File: src/rtl/tcsw_ram.sv
// Generic single-write, single-read synchronous RAM with registered read data.
// No dependencies.
module tcsw_ram #(
    parameter int  WIDTH = 8,
    parameter int  DEPTH = 16,
    localparam int AW    = $clog2(DEPTH)
) (
    input  logic             i_clk,
    input  logic             i_we,
    input  logic [AW-1:0]    i_wr_addr,
    input  logic [WIDTH-1:0] i_wr_data,
    input  logic [AW-1:0]    i_rd_addr,
    output logic [WIDTH-1:0] o_rd_data
);

    logic [WIDTH-1:0] r_mem [DEPTH];
    logic [WIDTH-1:0] r_rd_data;

    // Write port and registered read port
    always_ff @(posedge i_clk) begin
        if (i_we) begin
            r_mem[i_wr_addr] <= i_wr_data;
        end
        r_rd_data <= r_mem[i_rd_addr];
    end

    assign o_rd_data = r_rd_data;

endmodule

File: config.mk
export PLATFORM = sky130hd
export DESIGN_NAME = tcsw_ram
export DESIGN_NICKNAME = d
export VERILOG_FILES = /design/src/rtl/tcsw_ram.sv
export SDC_FILE = /design/constraint.sdc
export NUM_CORES = 1
export LEC_CHECK = 0
export ABC_CLOCK_PERIOD_IN_PS = 2000
export BUFFER_PORTS_ARGS = -buffer_cell sky130_fd_sc_hd__buf_2
export CELL_PAD_IN_SITES_DETAIL_PLACEMENT = 1
export CELL_PAD_IN_SITES_GLOBAL_PLACEMENT = 2
export CORE_MARGIN = 4
export CORE_UTILIZATION = 48
export CTS_CLUSTER_DIAMETER = 40
export DETAILED_ROUTE_END_ITERATION = 16
export PLACE_DENSITY = 0.87
export SLEW_MARGIN = 20
export SYNTH_ARGS = -nofsm -noshare
export SYNTH_HDL_FRONTEND = slang
export SYNTH_SLANG_ARGS = --single-unit
export TNS_END_PERCENT = 100
File: constraint.sdc
create_clock -name i_clk -period 2 [get_ports i_clk]
set_clock_uncertainty 0.2 [all_clocks]
set_input_delay 0.1 -clock i_clk [delete_from_list [all_inputs] [get_ports i_clk]]
set_output_delay 0.1 -clock i_clk [all_outputs]
set_load 0.005 [all_outputs]
==> metrics.txt <==
status=completed; EDFF count, synth=128; Fill cells=895; initial antenna violation count=0; synth unique cells=19; Pins Over Slew Limit=0; design area=6230 um^2; complex-gate fraction of the synthesized area=0.0233; DRC viols=0; fin util=0.600; hold path depth=5; Avg Synthesized Cell Area=22.5 um^2; clk sinks=136; Max-slew headroom=0.679; CTS max path bufs=2; non-filler cells, final=447; Die Footprint=12400 um^2; n_diodes=0; setup TNS=0 ns; first-pass GRT wire length=17300 um; DIE HEIGHT=112 um; Vias/cell=5.76; Post-Synth Adder-Cell Area=0; Least-Margin Pin Slew=0.481 ns; nets=316; Hold Buf Count CTS=14; ys flop type=edfxtp_1; synthesized flop and latch total=136; placed cell count=401; Synth area leaders=edfxtp_1, mux4_2, mux4_1; largest net degree at the start of global routing=33; Highest Clock Rate=567 MHz; post-synthesis sequential area ratio=0.778; Antenna Violating Nets Remaining=0; final worst setup slack=0.238 ns; Horiz. Die Dim=112 um; fraction of layout cells with a size suffix above 1=0.286; DR WL/cell=25.1 um; Mapped Area=5150 um^2; crit path capture type=register; multiplexer area fraction after synthesis=0.150; GRT Util Overall=0.198; top cells by count, synth=edfxtp_1, mux4_2, a22oi_1; Final Cycle Share=0.881; total gr overflow=0; Hold Slack=0.0599 ns; Reg2Reg Depth=3; crit-path max FO=4; Leak=2.14 nW; most common cell in the netlist=edfxtp_1; worst reg2reg startpoint=r_mem[7][4]$_DFFE_PP_; syn nets=247; crit path time final=1.76 ns; main combinational cell family by area after synthesis=multiplexers; crit path kind=in -> reg; Yosys top cell by area=edfxtp_1; quantity of I/O buffers inserted on ports=25; site row count=37; Placement Setup Slack=0.285 ns; fraction of the mapped netlist area in simple logic gates=0.0318; clk_lat worst skew=0.52 ns; postcts setup bufs=0; crit path DAT=2.03 ns; Root Driver=clkbuf_8; CTS tree=built; Max Cap Violations=0; Mapped Cells=229; RSZ-0062 raised after global routing=false; drt pass-1 iters=5; setup violators final=0; Hold Crit Endpoint=o_rd_data[0]$_DFF_P_; final wirelength=11200 um; Critical Path Source Type=primary input; reg2reg setup slack=0.45 ns; clock-pin slew on the worst setup and hold paths=0.06 ns; Tot Pwr=6.47 mW; dpl hpwl=6770 um; Routability Congestion=0.717; Pwr Density=1040 nW/um^2; routed vias=2573; asr flop ratio synth=0; area share of the largest cell type after synthesis=0.747; Core Area=10400 um^2; 1st-iter DRT viols=236; Area Growth Syn to Fin=21.0%; CTS H-tree lvls=4; min-delay worst type=in -> reg; I/O Pins=26; area post-placement=5530 um^2; Reg-to-Reg End=o_rd_data[4]$_DFF_P_; number of global-route vias before repair=2799; Worst Setup SP=i_rd_addr[2]; CP required=2.26 ns; cts bufs inserted=17; final hold vios=0; worst min-delay path startpoint=i_rd_addr[1]; peak supply drop=0.486 mV; Initial Utilization=0.496; Ys Warns=0; Post-CTS Resized=0; Synth Area in XOR/XNOR=0
layout by cell type, fill, tap and decap left out:
cell type / Yosys / final
bufinv_16: 0 / 3
edfxtp_1: 128 / 128
dlygate4sd3_1: 0 / 14
clkbuf_1: 0 / 4
clkinvlp_4: 0 / 2
nor2b_1: 1 / 1
clkinv_1: 0 / 4
and2b_1: 1 / 1
clkinv_2: 0 / 2
dfxtp_1: 8 / 8
or3b_2: 1 / 1
nand2b_1: 2 / 2
nand3_1: 1 / 1
and2_1: 1 / 1
buf_12: 0 / 1
buf_4: 1 / 20
mux4_1: 14 / 14
buf_2: 3 / 25
nand3b_1: 2 / 2
clkbuf_8: 0 / 1
nor2_1: 13 / 13
nor3_1: 4 / 4
mux4_2: 18 / 18
a22oi_1: 16 / 16
clkbuf_16: 0 / 16
nand2_1: 9 / 9
area by class of cell:
class	instances	area [um^2]	area share
sequential	136	4000	0.643
multi-input combinational	83	1060	0.170
timing repair buffer	60	435	0.0699
clock buffer	21	429	0.0689
tap	136	170	0.0273
clock inverter	11	130	0.0209
power breakdown:
part	switching, mW	internal [mW]	total [mW]
logic	0.170	0.145	0.315
clock network	1.07	1.87	2.94
registers	0.0203	3.19	3.21
total	1.26	5.21	6.47
metal layers:
| layer | vias to the layer above | part of all wire | routed length, um | GRT usage |
|---|---|---|---|---|
| met1 | 1338 | 0.43 | 4790 | 0.274 |
| met5 | - | 0 | 0 | 0 |
| met4 | 0 | 0.011 | 124 | 0.0770 |
| li1 | 1116 | - | - | - |
| met2 | 109 | 0.49 | 5480 | 0.304 |
| met3 | 10 | 0.074 | 831 | 0.0565 |
critical path, stage by stage:
cell and delay [ns]:
dlygate4sd3_1 0.53, buf_2 0.14, nor2b_1 0.31, dlygate4sd3_1 0.73
a22oi_1 0.13, nand2_1 0.08
logic make-up (layout without fill, tap and decap cells):
kind of cell | after synthesis | after routing
simple gates | 35 | 35
flops | 136 | 136
buf+inv | 10 | 92
mux | 32 | 32
compound gates | 16 | 16
worst max-delay path by stage:
stage                                  to  slack, ns  depth (start not counted)
global route         o_rd_data[5]$_DFF_P_       0.17                          6
finish               o_rd_data[5]$_DFF_P_       0.24                          6
CTS                  o_rd_data[5]$_DFF_P_       0.29                          6
floorplan           r_mem[0][0]$_DFFE_PP_       0.21                          2
global placement     o_rd_data[5]$_DFF_P_       0.31                          5
detailed placement   o_rd_data[4]$_DFF_P_       0.28                          5
flip-flops by register name, indices dropped and copies added (netlist names):
register	flops
o_rd_data	8
r_mem	128
(Power assumes the default switching activity.)
