--- src/rtl/tcsw_pkg.sv ---
// Shared types, constants and helpers for the text console scroll writer.
// No dependencies; used by tcsw_ctrl and text_console_scroll_writer.
package tcsw_pkg;

    // Screen geometry
    localparam int ROWS    = 25;
    localparam int COLUMNS = 80;
    localparam int CELLS   = ROWS * COLUMNS;
    localparam int ADDR_W  = $clog2(CELLS);
    localparam int CNT_W   = $clog2(CELLS + 1);

    // Field widths
    localparam int REQ_W  = 2;
    localparam int CHAR_W = 8;
    localparam int ROW_W  = 5;
    localparam int COL_W  = 7;

    // Request codes
    localparam logic [REQ_W-1:0] REQ_PRINT  = 2'd0;
    localparam logic [REQ_W-1:0] REQ_CLEAR  = 2'd1;
    localparam logic [REQ_W-1:0] REQ_READ   = 2'd2;
    localparam logic [REQ_W-1:0] REQ_UNUSED = 2'd3;

    // Character codes
    localparam logic [CHAR_W-1:0] NEWLINE_CODE = 8'd10;
    localparam logic [CHAR_W-1:0] SPACE_CODE   = 8'd32;

    // Request word
    typedef struct packed {
        logic [REQ_W-1:0]  req_type;
        logic [CHAR_W-1:0] char_code;
        logic [ROW_W-1:0]  read_row;
        logic [COL_W-1:0]  read_column;
    } t_req;

    // Result word
    typedef struct packed {
        logic [CHAR_W-1:0] cell_char;
        logic [ROW_W-1:0]  cursor_row;
        logic [COL_W-1:0]  cursor_column;
    } t_rsp;

    // Character store access from the controller
    typedef struct packed {
        logic              we;
        logic [ADDR_W-1:0] wr_addr;
        logic [CHAR_W-1:0] wr_data;
        logic [ADDR_W-1:0] rd_addr;
    } t_mem_req;

    // Linear store address of a cell
    function automatic logic [ADDR_W-1:0] cell_addr(input logic [ROW_W-1:0] row,
                                                    input logic [COL_W-1:0] col);
        cell_addr = ADDR_W'(row) * ADDR_W'(COLUMNS) + ADDR_W'(col);
    endfunction

endpackage

--- src/rtl/tcsw_ctrl.sv ---
// Console sequencer: cursor registers and the clear / scroll / fill / print / read
// walks over the character store. Depends on tcsw_pkg.
module tcsw_ctrl (
    input  logic                      i_clk,
    input  logic                      i_rst_n,
    input  logic                      start,
    output logic                      busy,
    input  tcsw_pkg::t_req            i_req,
    output logic                      o_strobe,
    output tcsw_pkg::t_rsp            o_rsp,
    output tcsw_pkg::t_mem_req        o_mem,
    input  logic [tcsw_pkg::CHAR_W-1:0] i_rd_data
);

    // Sequencer states
    localparam logic [2:0] ST_CLEAR  = 3'd0;
    localparam logic [2:0] ST_IDLE   = 3'd1;
    localparam logic [2:0] ST_SCROLL = 3'd2;
    localparam logic [2:0] ST_PRINT  = 3'd3;
    localparam logic [2:0] ST_FILL   = 3'd4;
    localparam logic [2:0] ST_READ   = 3'd5;

    localparam int ADDR_W = tcsw_pkg::ADDR_W;
    localparam int CNT_W  = tcsw_pkg::CNT_W;
    localparam int ROW_W  = tcsw_pkg::ROW_W;
    localparam int COL_W  = tcsw_pkg::COL_W;
    localparam int CHAR_W = tcsw_pkg::CHAR_W;

    logic [2:0]        r_state, n_state;
    logic [CNT_W-1:0]  r_cnt, n_cnt;
    logic [ROW_W-1:0]  r_row, n_row;
    logic [COL_W-1:0]  r_col, n_col;
    logic [CHAR_W-1:0] r_char, n_char;
    logic              r_clr_report, n_clr_report;
    logic              r_scroll_post, n_scroll_post;
    logic              r_rd_ok, n_rd_ok;
    logic              r_strobe, n_strobe;
    tcsw_pkg::t_rsp    r_rsp, n_rsp;

    logic [CHAR_W-1:0] n_cell;
    logic              req_in_range;

    assign req_in_range = (i_req.read_row < ROW_W'(tcsw_pkg::ROWS)) &&
                          (i_req.read_column < COL_W'(tcsw_pkg::COLUMNS));

    // Next-state and store access logic
    always_comb begin
        n_state       = r_state;
        n_cnt         = r_cnt;
        n_row         = r_row;
        n_col         = r_col;
        n_char        = r_char;
        n_clr_report  = r_clr_report;
        n_scroll_post = r_scroll_post;
        n_rd_ok       = r_rd_ok;
        n_strobe      = 1'b0;
        n_cell        = '0;
        o_mem.we      = 1'b0;
        o_mem.wr_addr = '0;
        o_mem.wr_data = '0;
        // scroll source: one row below the cell written next cycle
        o_mem.rd_addr = (r_cnt < CNT_W'(tcsw_pkg::CELLS - tcsw_pkg::COLUMNS)) ?
                        ADDR_W'(r_cnt + CNT_W'(tcsw_pkg::COLUMNS)) : '0;

        unique case (r_state)
            ST_CLEAR: begin
                o_mem.we      = 1'b1;
                o_mem.wr_addr = r_cnt[ADDR_W-1:0];
                if (r_cnt == CNT_W'(tcsw_pkg::CELLS - 1)) begin
                    n_state  = ST_IDLE;
                    n_strobe = r_clr_report;
                end else begin
                    n_cnt = r_cnt + 1'b1;
                end
            end
            ST_IDLE: begin
                o_mem.rd_addr = req_in_range ?
                    tcsw_pkg::cell_addr(i_req.read_row, i_req.read_column) : '0;
                if (start) begin
                    unique case (i_req.req_type)
                        tcsw_pkg::REQ_PRINT: begin
                            n_char = i_req.char_code;
                            if (r_row >= ROW_W'(tcsw_pkg::ROWS)) begin
                                n_cnt         = '0;
                                n_scroll_post = 1'b0;
                                n_state       = ST_SCROLL;
                            end else begin
                                n_state = ST_PRINT;
                            end
                        end
                        tcsw_pkg::REQ_CLEAR: begin
                            n_row        = '0;
                            n_col        = '0;
                            n_cnt        = '0;
                            n_clr_report = 1'b1;
                            n_state      = ST_CLEAR;
                        end
                        tcsw_pkg::REQ_READ: begin
                            n_rd_ok = req_in_range;
                            n_state = ST_READ;
                        end
                        tcsw_pkg::REQ_UNUSED: begin
                            n_strobe = 1'b1;
                        end
                        default: begin
                            n_strobe = 1'b1;
                        end
                    endcase
                end
            end
            ST_SCROLL: begin
                // write cell cnt-1 with the data read in the previous cycle, or zero for the last row
                if (r_cnt != '0) begin
                    o_mem.we      = 1'b1;
                    o_mem.wr_addr = ADDR_W'(r_cnt - 1'b1);
                    o_mem.wr_data = (r_cnt <= CNT_W'(tcsw_pkg::CELLS - tcsw_pkg::COLUMNS)) ?
                                    i_rd_data : '0;
                end
                if (r_cnt == CNT_W'(tcsw_pkg::CELLS)) begin
                    n_row = r_row - 1'b1;
                    if (r_scroll_post) begin
                        n_state  = ST_IDLE;
                        n_strobe = 1'b1;
                    end else begin
                        n_state = ST_PRINT;
                    end
                end else begin
                    n_cnt = r_cnt + 1'b1;
                end
            end
            ST_PRINT: begin
                if (r_char == tcsw_pkg::NEWLINE_CODE) begin
                    n_state = ST_FILL;
                end else begin
                    o_mem.we      = 1'b1;
                    o_mem.wr_addr = tcsw_pkg::cell_addr(r_row, r_col);
                    o_mem.wr_data = r_char;
                    if (r_col == COL_W'(tcsw_pkg::COLUMNS - 1)) begin
                        n_col = '0;
                        n_row = r_row + 1'b1;
                        if (r_row == ROW_W'(tcsw_pkg::ROWS - 1)) begin
                            n_cnt         = '0;
                            n_scroll_post = 1'b1;
                            n_state       = ST_SCROLL;
                        end else begin
                            n_state  = ST_IDLE;
                            n_strobe = 1'b1;
                        end
                    end else begin
                        n_col    = r_col + 1'b1;
                        n_state  = ST_IDLE;
                        n_strobe = 1'b1;
                    end
                end
            end
            ST_FILL: begin
                // spaces to the end of the row
                o_mem.we      = 1'b1;
                o_mem.wr_addr = tcsw_pkg::cell_addr(r_row, r_col);
                o_mem.wr_data = tcsw_pkg::SPACE_CODE;
                if (r_col == COL_W'(tcsw_pkg::COLUMNS - 1)) begin
                    n_col    = '0;
                    n_row    = r_row + 1'b1;
                    n_state  = ST_IDLE;
                    n_strobe = 1'b1;
                end else begin
                    n_col = r_col + 1'b1;
                end
            end
            ST_READ: begin
                n_cell   = r_rd_ok ? i_rd_data : '0;
                n_state  = ST_IDLE;
                n_strobe = 1'b1;
            end
            default: begin
                n_state = ST_IDLE;
            end
        endcase

        n_rsp.cell_char     = n_cell;
        n_rsp.cursor_row    = n_row;
        n_rsp.cursor_column = n_col;
    end

    // Control registers
    always_ff @(posedge i_clk) begin
        if (!i_rst_n) begin
            r_state       <= ST_CLEAR;
            r_cnt         <= '0;
            r_row         <= ROW_W'(1);
            r_col         <= COL_W'(1);
            r_clr_report  <= 1'b0;
            r_scroll_post <= 1'b0;
            r_strobe      <= 1'b0;
        end else begin
            r_state       <= n_state;
            r_cnt         <= n_cnt;
            r_row         <= n_row;
            r_col         <= n_col;
            r_clr_report  <= n_clr_report;
            r_scroll_post <= n_scroll_post;
            r_strobe      <= n_strobe;
        end
    end

    // Payload registers
    always_ff @(posedge i_clk) begin
        r_char  <= n_char;
        r_rd_ok <= n_rd_ok;
        if (n_strobe) begin
            r_rsp <= n_rsp;
        end
    end

    assign busy     = (r_state != ST_IDLE);
    assign o_strobe = r_strobe;
    assign o_rsp    = r_rsp;

endmodule

--- config.mk ---
export PLATFORM = sky130hd
export DESIGN_NAME = tcsw_ctrl
export DESIGN_NICKNAME = d
export VERILOG_FILES = /design/src/rtl/tcsw_pkg.sv /design/src/rtl/tcsw_ctrl.sv
export SDC_FILE = /design/constraint.sdc
export NUM_CORES = 1
export LEC_CHECK = 0
export ABC_CLOCK_PERIOD_IN_PS = 3300
export BUFFER_PORTS_ARGS = -buffer_cell sky130_fd_sc_hd__buf_2
export CAP_MARGIN = 20
export CORE_ASPECT_RATIO = 1.2
export CORE_UTILIZATION = 56
export DETAILED_ROUTE_END_ITERATION = 10
export GPL_TIMING_DRIVEN = 0
export PLACE_DENSITY = 0.79
export SLEW_MARGIN = 25
export SYNTH_ARGS = -nofsm -noshare
export SYNTH_HDL_FRONTEND = slang
export SYNTH_SLANG_ARGS = --single-unit
--- constraint.sdc ---
create_clock -name i_clk -period 3.3 [get_ports i_clk]
set_input_delay 0.165 -clock i_clk [delete_from_list [all_inputs] [get_ports i_clk]]
set_output_delay 0.165 -clock i_clk [all_outputs]
set_load 0.05 [all_outputs]
==> out/summary.txt, run 1 <==
Fin Hold WS = 0.0907 ns
Clk Latency, worst-skew pair = 0.36 ns
vias = 4462
vias in the first global route = 4392
IO Port Bufs = 85
synthesized area per cell = 8.81 um2
Worst EP required = 3.13 ns
Synth Area in Compound Gates = 0.232
post-synthesis async set-or-reset flop share = 0
area grow syn2layout = 19.6%
adder-cell area share of the yosys netlist = 0.114
met3 track demand over resource = 0.0593
setup tns final = 0 ns
CTS clk-pin slew, worst paths = 0.09 ns
synthesized instance count = 493
total gr overflow = 0
Setup CP Type = reg2out
dpl cell area = 4900 um2
final instance area = 5200 um2
GRT met1 Usage = 0.419
die width = 82.4 um
CTS sink count = 58
dpl hpwl = 9860 um
fin cells = 693
post-synth net total = 563
VDD IR max = 0.346 mV
leakage power = 2.13 nW
drt first pass iters = 5
Slew Viols, Final = 0
RSZ-0062 raised after global routing = false
simple-gate share of the synthesized area = 0.231
status = finished, final reports clean
first-pass GRT wire length = 21200 um
post-synth top area cell = edfxtp_1
layout cells sized above 1 = 0.207
Max Clk Rate = 322 MHz
yosys warns = 0
largest net degree at the start of global routing = 13
Worst Setup End Kind = output pin
synth top area cells = edfxtp_1 (20%), dfxtp_1 (13%), ha_1 (9.5%)
number of buffers added for setup after CTS = 0
Cell Pwr Density = 385 nW/um2
clock buffer count from CTS = 9
Max Fanout on Critical Path = 9
largest family of logic cells by synthesized area = compound AO/OA/AOI/OAI gates
fin crit share = 0.941
crit path DAT = 2.94 ns
post-synth cell types = 70
Clock Path Buffers = 2
GRT busiest layer = met2
CTS tree = built
placed cell count = 669
number of H-tree levels = 3
met2 usage = 0.574
Die Area = 8110 um2
core area = 7360 um2
Slew HR = 0.429
clk_skew = 0.0159 ns
number of max-cap violations = 0
fillers = 589
vias per inst = 6.44
top cell type's share of synthesized area = 0.201
Least-Margin Pin Slew = 0.854 ns
total track usage = 0.348
num rows = 34
# DRC = 0
#FFs+latches synth = 58
antenna viol nets, final = 0
Clock Root Buffer = clkbuf_8
Setup-failing EPs final = 0
count leader, synth = nand2_1
antenna violations before repair = 0
EDFF count, synth = 29
NumNets Final = 668
clock period minus worst slack = 3.11 ns
CP Launch Type = flop
Final Hold Fails = 0
min-delay worst type = in2reg
Routed WL = 13200 um
RePlAce Congestion = 0.983
starting density of the core = 0.590
diode count = 0
mux contribution to synthesized area = 0.00691
Synth Flop Type = edfxtp_1
Commonest cells post-synth = nand2_1 (38), o21ai_0 (36), ha_1 (33)
post-synthesis sequential area ratio = 0.334
per-cell routed wire length = 19.0 um
Cell Area, Synth = 4340 um2
I/O pin cnt = 86
starting DRC count in detailed routing = 279
Die H = 98.5 um
XOR/XNOR Fraction of Synth Area = 0.0363
what timing repair did:
action / in CTS / in global routing
hold endpoints to repair: 7 / 1
gates resized for setup: 0 / 6
setup endpoints to repair: 0 / 6
hold buffers: 7 / 1
critical path, stage by stage (launching register included):
cell and delay, ns:
dfxtp_2 0.46, ha_1 0.28, ha_1 0.21, inv_1 0.07, fa_1 0.47, nand3b_1 0.19, o21ai_0 0.20, xnor2_1 0.09
or2_2 0.29, o211ai_2 0.06, clkbuf_4 0.24
cells by family after synthesis:
logic type | count (synthesis)
simple gates | 181
compound gates | 149
flops | 58
mux | 3
buf+inv | 47
xor+xnor | 18
fa+ha+maj | 37
layout make-up:
type,instances,area (um2),area share
Clock inverter,7,77.6,0.0149
Clock buffer,9,124,0.0238
Buffer,25,118,0.0226
Inverter,22,82.6,0.0159
Multi-Input combinational cell,388,2710,0.521
Tap cell,90,113,0.0217
Timing Repair Buffer,94,519,0.0999
Sequential cell,58,1460,0.280
cells in the final DEF (no fill, tap or decap), types with 4 or more instances in the layout:
cell,count
a311oi_1,4
and2_1,20
fa_1,4
nand2_1,38
nor3_1,12
a22o_1,10
or3_1,5
edfxtp_1,29
ha_1,33
buf_2,88
nor2b_1,4
dlygate4sd3_1,8
o211ai_1,5
xor2_1,9
a21oi_1,30
clkbuf_1,16
a211oi_1,5
a221o_1,5
inv_1,22
o22ai_1,8
dfxtp_1,26
a21o_1,5
nand4_1,4
a31oi_1,6
and3_1,5
clkbuf_8,9
nand3_1,20
nor2_1,31
nand3b_1,5
o21ai_0,36
xnor2_1,9
nand2b_1,5
nor3b_1,6
registers in the layout, summed over array words and instances, names as in the netlist:
register       count
r_col              7
r_clr_report       1
r_rd_ok            1
r_row              5
o_rsp             20
o_strobe           1
r_scroll_post      1
r_char             8
r_cnt             11
r_state            3
power breakdown:
group          total (W)  leakage [nW]  internal [W]  switching (W)
Combinational   0.000511          1.54      0.000164       0.000347
Clock           0.000694        0.0998      0.000353       0.000340
Sequential      0.000795         0.491      0.000771      0.0000240
Total            0.00200          2.13       0.00129       0.000712
layer usage:
metal	share of wire	routed length [um]	vias to the layer above
met5	0	0	-
met4	0.045	589	0
met3	0.080	1050	51
met2	0.49	6470	260
met1	0.38	5040	2063
li1	-	-	2088
metrics by stage:
step                       util  power, W  worst slack (ns)
after global placement    0.663   0.00129             0.130
after CTS                 0.702   0.00198            0.0300
after detailed placement  0.666   0.00130             0.462
after global routing      0.706   0.00206            0.0291
final                     0.706   0.00200             0.194
after floorplan               -   0.00116             0.406
final timing paths:
path         depth (start not counted)          start       endpoint  slack [ns]
min                                  2   i_rd_data[6]      o_rsp[18]        0.09
max                                 10       r_row[3]      o_mem[28]        0.19
max reg2reg                          7       r_cnt[0]      o_rsp[15]        0.49
min reg2reg                          2  r_scroll_post  r_scroll_post        0.53
(Power assumes the default switching activity.)
==> run 2, diff against run 1 <==
Settings changed: ABC_CLOCK_PERIOD_IN_PS 3300 to 3500, CTS_CLUSTER_SIZE from default to 10.
Clock period 3.3 ns to 3.5 ns, I/O delays scaled along.
==> run 2 against run 1 <==
Non-clock buffer count fell by 7. Count of clock-buffer cells in the layout did not move. Routed wire length is 0.52% lower. Worst setup slack improved by 0.050 ns. Final cell count is 1.0% lower. Critical path depth did not move. Largest power group unchanged.
==> out/summary.txt, run 2 (synthesized netlist as in run 1, its figures left out) <==
Comb power frac = 0.258 (was 0.256)
largest net degree at the start of global routing = 12 (was 13)
number of H-tree levels = 3 (unchanged)
switching portion of total power = 0.347 (was 0.356)
Slew HR = 0.433 (was 0.429)
vias per inst = 6.50 (was 6.44)
GRT met1 Usage = 0.399 (was 0.419)
Pwr Total = 0.00184 W (was 0.00200 W)
CTS clk-pin slew, worst paths = 0.07 ns (was 0.09 ns)
met2 usage = 0.575 (was 0.574)
CP Launch Type = flop (unchanged)
RSZ-0062 raised after global routing = false (unchanged)
stages on the worst setup path = 10 (unchanged)
leakage power = 2.09 nW (was 2.13 nW)
die width = 82.4 um (unchanged)
sequential share of power = 0.407 (was 0.397)
total gr overflow = 0 (unchanged)
Largest register FFs = 20 (unchanged)
starting density of the core = 0.590 (unchanged)
crit path cell chain = ha_1 > ha_1 > inv_1 > fa_1 > nand3b_1 > o21ai_0 > xnor2_1 > or2_2 > o211ai_2 > buf_2 (was ha_1 > ha_1 > inv_1 > fa_1 > nand3b_1 > o21ai_0 > xnor2_1 > or2_2 > o211ai_2 > clkbuf_4)
Clock Root Buffer = clkbuf_8 (unchanged)
antenna viol nets, final = 0 (unchanged)
min-delay worst type = in2reg (unchanged)
Power Internal = 0.00120 W (was 0.00129 W)
most frequent cells in the layout = buf_2 (89), nand2_1 (38), o21ai_0 (36), ha_1 (33) (was buf_2 (88), nand2_1 (38), o21ai_0 (36), ha_1 (33), nor2_1 (31))
status = finished, final reports clean (unchanged)
Setup CP Type = reg2out (unchanged)
Least-Margin Pin Slew = 0.849 ns (was 0.854 ns)
core area = 7360 um2 (unchanged)
drt first pass iters = 5 (unchanged)
NumNets Final = 661 (was 668)
GRT busiest layer = met2 (unchanged)
commonest non-fill, non-tap cell in the layout = buf_2 (unchanged)
Register Area = 1450 um2 (was 1460 um2)
Max Fanout on Critical Path = 9 (unchanged)
Clk Latency, worst-skew pair = 0.35 ns (was 0.36 ns)
Routed WL = 13100 um (was 13200 um)
sw power = 0.000639 W (was 0.000712 W)
starting DRC count in detailed routing = 293 (was 279)
total track usage = 0.341 (was 0.348)
# DRC = 0 (unchanged)
Fin Hold WS = 0.00884 ns (was 0.0907 ns)
most frequent CP cell = ha_1 (unchanged)
Cell Pwr Density = 361 nW/um2 (was 385 nW/um2)
Worst Setup End Kind = output pin (unchanged)
WHS Path Cells = 1 (was 2)
clk_skew = 0.0129 ns (was 0.0159 ns)
num rows = 34 (unchanged)
CTS tree = built (unchanged)
Setup-failing EPs final = 0 (unchanged)
diode count = 0 (unchanged)
Critical Path Max Stage Delay = 0.55 ns (was 0.47 ns)
area grow syn2layout = 17.5% (was 19.6%)
vias in the first global route = 4324 (was 4392)
IO Port Bufs = 85 (unchanged)
crit path max-delay cell type = dfxtp_1 (was fa_1)
Worst EP required = 3.32 ns (was 3.13 ns)
vias = 4459 (was 4462)
Final Hold Fails = 0 (unchanged)
clock buffer count from CTS = 9 (unchanged)
fin crit share = 0.930
number of buffers added for setup after CTS = 0 (unchanged)
first-pass GRT wire length = 20900 um (was 21200 um)
dpl cell area = 4900 um2 (unchanged)
final instance area = 5100 um2 (was 5200 um2)
per-cell routed wire length = 19.1 um (was 19.0 um)
antenna violations before repair = 0 (unchanged)
dpl hpwl = 10000 um (was 9860 um)
Die H = 98.5 um (unchanged)
VDD IR max = 0.274 mV (was 0.346 mV)
Die Area = 8110 um2 (unchanged)
multi-input logic area = 2700 um2 (was 2710 um2)
fillers = 596 (was 589)
RePlAce Congestion = 0.981 (was 0.983)
Crit path max-delay family = adder cells (unchanged)
Slew Viols, Final = 0 (unchanged)
layout cells sized above 1 = 0.200 (was 0.207)
clock network power share = 0.335 (was 0.347)
Max Clk Rate = 307 MHz
Buffers & Inverters on Critical Path = 2 (unchanged)
Clock Path Buffers = 2 (unchanged)
Worst R2R Path Depth = 5 (was 7)
I/O pin cnt = 86 (unchanged)
met3 track demand over resource = 0.0611 (was 0.0593)
clock period minus worst slack = 3.26 ns
crit path DAT = 3.08 ns (was 2.94 ns)
setup tns final = 0 ns (unchanged)
CTS sink count = 58 (unchanged)
number of max-cap violations = 0 (unchanged)
==> run 2: worst paths after layout <==
check,start,to,slack (ns)
setup / recovery,r_row[3],o_mem[28],0.24
hold / removal,i_req[12],r_char[0],0.009
setup reg to reg,r_char[5],o_rsp[4],0.71
hold reg to reg,r_scroll_post,r_scroll_post,0.53
==> run 2: worst reg2reg max path, cell delays in order, from the launching register on <==
cell      delay [ns]
edfxtp_1        0.41
nor4_1          0.71
a21oi_1         0.32
nor2_1          0.57
o21ai_0         0.25
a22o_1          0.29
==> run 2: area by class of cell <==
class	instances	area share
clock buffer	9	0.0243
clock inverter	7	0.0137
inverter	22	0.0162
sequential	58	0.284
buffer	25	0.0231
timing repair buffer	87	0.0875
multi-input combinational	388	0.529
tap	90	0.0221
==> run 2: through the flow <==
| step | util | instances | worst slack (ns) |
|---|---|---|---|
| after detailed placement | 0.666 | 669 | 0.666 |
| after global placement | 0.663 | 668 | 0.321 |
| after floorplan | - | 493 | 0.00938 |
| final | 0.693 | 686 | 0.244 |
| after CTS | 0.692 | 685 | 0.250 |
| after global routing | 0.693 | 686 | 0.0384 |
==> run 2: metal layers <==
metal	part of all wire	up-vias
li1	-	2062
met1	0.39	2082
met2	0.49	257
met3	0.073	58
met4	0.045	0
met5	0	-
==> run 2: what timing repair did <==
item,in CTS,in global routing
endpoints found under the hold margin,0,1
hold buffers,0,1
resized for setup,0,0
==> run 2: power groups by stage <==
stage                     sequential [W]  combinational [W]  clock [W]
after floorplan                 0.000770           0.000326          0
after global placement          0.000763           0.000456          0
after detailed placement        0.000763           0.000466          0
after CTS                       0.000748           0.000468   0.000613
after global routing            0.000751           0.000511   0.000642
final                           0.000749           0.000475   0.000616
